`config.mk`:
```
export PLATFORM = sky130hd
export DESIGN_NAME = dnd_name_mem
export DESIGN_NICKNAME = d
export VERILOG_FILES = /design/src/rtl/core/dnd_pkg.sv /design/src/rtl/core/dnd_name_mem.sv
export SDC_FILE = /design/constraint.sdc
export NUM_CORES = 2
export LEC_CHECK = 0
export BUFFER_PORTS_ARGS = -buffer_cell sky130_fd_sc_hd__buf_2
export CAP_MARGIN = 20
export CORE_MARGIN = 10
export CORE_UTILIZATION = 30
export DETAILED_ROUTE_END_ITERATION = 8
export GPL_TIMING_DRIVEN = 0
export SYNTH_ARGS = -nofsm -noshare
export SYNTH_HDL_FRONTEND = slang
export SYNTH_SLANG_ARGS = --single-unit
```
`constraint.sdc`:
```
create_clock -name i_clk -period 6.69 [get_ports i_clk]
set_input_delay 1.338 -clock i_clk [delete_from_list [all_inputs] [get_ports i_clk]]
set_output_delay 1.338 -clock i_clk [all_outputs]
set_load 0.02 [all_outputs]
```
`src/rtl/core/dnd_pkg.sv`:
```
// Shared types and constants for the DNS name decompressor.
package dnd_pkg;

    // Request opcodes
    localparam logic OP_LOAD   = 1'b0;
    localparam logic OP_DECODE = 1'b1;

    // Result status codes
    localparam logic [2:0] ST_OK        = 3'd0;
    localparam logic [2:0] ST_TRUNCATED = 3'd1;
    localparam logic [2:0] ST_BAD_PTR   = 3'd2;
    localparam logic [2:0] ST_LABEL_LEN = 3'd3;
    localparam logic [2:0] ST_NAME_LEN  = 3'd4;

    // Label encoding
    localparam logic [1:0] PTR_TAG   = 2'b11;
    localparam logic [7:0] MAX_LABEL = 8'd63;
    localparam logic [7:0] DOT_CHAR  = 8'h2e;

    // Name buffer geometry: 8 characters per word
    localparam int NAME_WORDS = 32;
    localparam int NAME_AW    = 5;
    localparam int CHUNK_BITS = 64;

    typedef enum logic [3:0] {
        S_IDLE,
        S_HEAD,
        S_PTR,
        S_COPY,
        S_DOT,
        S_FLUSH,
        S_E_RD,
        S_E_OUT,
        S_ERR
    } t_state;

    typedef struct packed {
        logic                  we;
        logic [NAME_AW-1:0]    addr;
        logic [CHUNK_BITS-1:0] data;
    } t_name_wr;

endpackage

```
`src/rtl/core/dnd_name_mem.sv`:
```
// Decoded name buffer: 32 words of 8 characters, registered read.
module dnd_name_mem (
    input  logic                          i_clk,
    input  dnd_pkg::t_name_wr             i_wr,
    input  logic [dnd_pkg::NAME_AW-1:0]   i_raddr,
    output logic [dnd_pkg::CHUNK_BITS-1:0] o_rdata
);

    logic [dnd_pkg::CHUNK_BITS-1:0] r_mem [dnd_pkg::NAME_WORDS];
    logic [dnd_pkg::CHUNK_BITS-1:0] r_rdata;

    // write port
    always_ff @(posedge i_clk) begin
        if (i_wr.we) begin
            r_mem[i_wr.addr] <= i_wr.data;
        end
    end

    // registered read port
    always_ff @(posedge i_clk) begin
        r_rdata <= r_mem[i_raddr];
    end

    assign o_rdata = r_rdata;

endmodule

```
==> results.toml <==
[yosys]
netlist_area_sq_um = 79000
ys.warnings.count = 0
synth_cells = 3097
syn_nets = 3173
ys_seq_area_frac = 0.795
syn_area_per_cell_sq_um = 25.5
ys_ff_latch = 2112
yosysUniqueCellTypes = 31

[drt]
drt_iter0_drc = 4769
first_pass_iters = 7
routed_wl_um = 218000
drtAntennaViolNets = 0
viasPerCell = 5.09
vias = 36800
wl_per_cell_um = 30.0
drc_errors = 0

[power]
p_leak_nw = 28.7
peakVddDrop_v = 0.000264
power_density_nw_per_um2 = 291
p_total_mw = 27.2

[global_route]
grtUsageMet1 = 0.194
grtUsageMet3 = 0.0361
grt_util_all_layers = 0.148
grt_max_degree = 33
busiest_layer = "met2"
grt_remaining_overflow = 0
grt_pass1_wl_um = 300000
gr-usage-met2 = 0.246
grt_pass1_vias = 37600
antenna_found_initial = 55

[worst_setup_path]
required_ns = 7.32
crit_fanout = 10
worstPathArrival_ns = 4.50
setup.worst_path.class = "primary input to flip-flop"
cp-start-kind = "primary input"
end_kind = "flip-flop"

[layout]
nFillCells = 23800
seqCellArea_sq_um = 62800
finalNetCount = 3642
drive_gt1_frac = 0.359
areaGrowthSynthToFinish_pct = 18.2
multiInputGateArea_sq_um = 15700

[flow_run]
drv_cap = 0

[hold_path]
hp-class = "flip-flop to flip-flop"

[sta]
slew_headroom = 0.193
slew_violations = 0
timing.fmax_mhz = 259
tightest_slew_ns = 1.21
rsz0062_at_grt = "false"
setup-violations-final = 0
period_share = 0.578
post-route-min-period_ns = 3.87
skew_ns = 0.0182
setup_ws_ns = 2.82
hold_viol = 0

[clock_tree]
tritoncts = "yes"
clock-sinks = 2112
post_cts_resized = 0
cts.clk_slew.worst_paths_ns = 0.06
cts-buffers-inserted = 194
cts_setup_buffers = 0
cts.hold.buffers_added = 0
clkLatencyLatePin_ns = 0.82
htree_num_levels = 4
cts.path.max_buffers = 3
cts_root_buf = "clkbuf_16"

[placed_design]
place_congestion = 0.705
place_ws_ns = 2.01
hpwl_um = 144000
port_buffers = 135

[floorplanning]
io_pins = 140
initial_core_util = 0.301
coreArea_sq_um = 262000
rows = 188
die_h_um = 533
die_area_sq_um = 284000
die_w_um = 533

[status]
outcome = "finished, final reports clean"
stage by stage:
step | setup TNS [ns] | std cells | util | area (sq um) | hold WS [ns]
after global routing | 0 | 7238 | 0.356 | 93300 | 0.830
after global placement | -6490.03 | 6747 | 0.320 | 84000 | 0.786
final | 0 | 7244 | 0.356 | 93300 | 0.789
after floorplan | 0 | 3097 | - | 79000 | 0.722
after CTS | 0 | 7231 | 0.355 | 93200 | 0.794
after detailed placement | 0 | 6880 | 0.332 | 87100 | 0.774
kinds of logic (layout without fill, tap and decap cells):
family,count (synthesis),count (layout),synth area share
flops,2112,2112,0.795
mux,714,714,0.187
buf+inv,157,781,0.00944
simple gates,64,64,0.00379
compound gates,50,50,0.00466
other cells,0,8,0
cell usage in the layout (no fill, tap or decap), drive strengths merged:
master       n
o31a         3
o211ai       3
a211oi       3
dfxtp       64
mux4       602
mux2        74
nand3        2
bufinv      13
nand2        3
o221ai       3
o21ai        9
a22o         1
clkbuf     324
o22ai       10
clkinvlp     3
o2bb2ai      3
inv          5
a221oi      12
nand3b       5
or3          1
and2         4
buf        374
or3b         2
edfxtp    2048
nand2b       2
nor2        41
nor2b        4
diode        8
clkinv      62
a22oi        3
mux2i       38
critical path, cell delays in order:
cell      delay [ns]
clkbuf_1        0.22
buf_2           0.69
buf_2           0.52
clkbuf_1        0.74
mux2_2          0.42
o22ai_1         0.41
a221oi_1        0.11
flip-flops by register name, summed over array words and instances (netlist names):
register	cells
o_rdata	64
r_mem	2048
per-layer routing:
metal / wire length, um / vias to the layer above
li1: - / 14500
met1: 85900 / 20200
met2: 107000 / 1785
met3: 18600 / 415
met4: 6160 / 22
met5: 208 / -
report_power, final:
part	leakage [nW]	total (mW)	internal, mW	switching, mW
Combinational	6.69	1.51	0.599	0.909
Clock	3.01	10.9	6.14	4.77
Sequential	19.0	14.8	14.7	0.0595
path summary, 6_finish.rpt:
kind                 startpoint  depth (start not counted)           to  slack [ns]
hold / removal     r_mem[4][13]                          3  o_rdata[13]        0.79
setup reg to reg  r_mem[31][56]                          3  o_rdata[56]        4.82
hold reg to reg    r_mem[4][13]                          3  o_rdata[13]        0.79
setup / recovery     i_raddr[2]                          7  o_rdata[14]        2.82
synthesized netlist by cell type (all sizes together):
cell type,instances,area (sq um)
a22o,1,8.76
nand2b,2,12.5
o221ai,3,26.3
a221oi,12,105
or3,1,6.26
o211ai,3,22.5
edfxtp,2048,61500
mux2,74,833
and2,4,25.0
inv,1,3.75
o22ai,10,62.6
dfxtp,64,1280
nand2,3,11.3
a211oi,3,22.5
mux2i,38,380
mux4,602,13600
buf,101,536
nand3b,5,37.5
nand3,2,10.0
clkbuf,55,206
nor2b,4,25.0
nor2,41,154
o31a,3,26.3
o21ai,9,45.0
or3b,2,17.5
a22oi,3,22.5
o2bb2ai,3,26.3
final cells by class:
type	count	share of cell area
diodes	8	0.000215
plain buffers	156	0.00800
clock buffers	269	0.0581
clock inverters	82	0.00788
inverters	1	0.0000402
multi-input cells	828	0.168
flip-flops and latches	2112	0.673
well taps	3515	0.0471
repair buffers	273	0.0378
No activity file was read; power rests on OpenSTA's default activity.
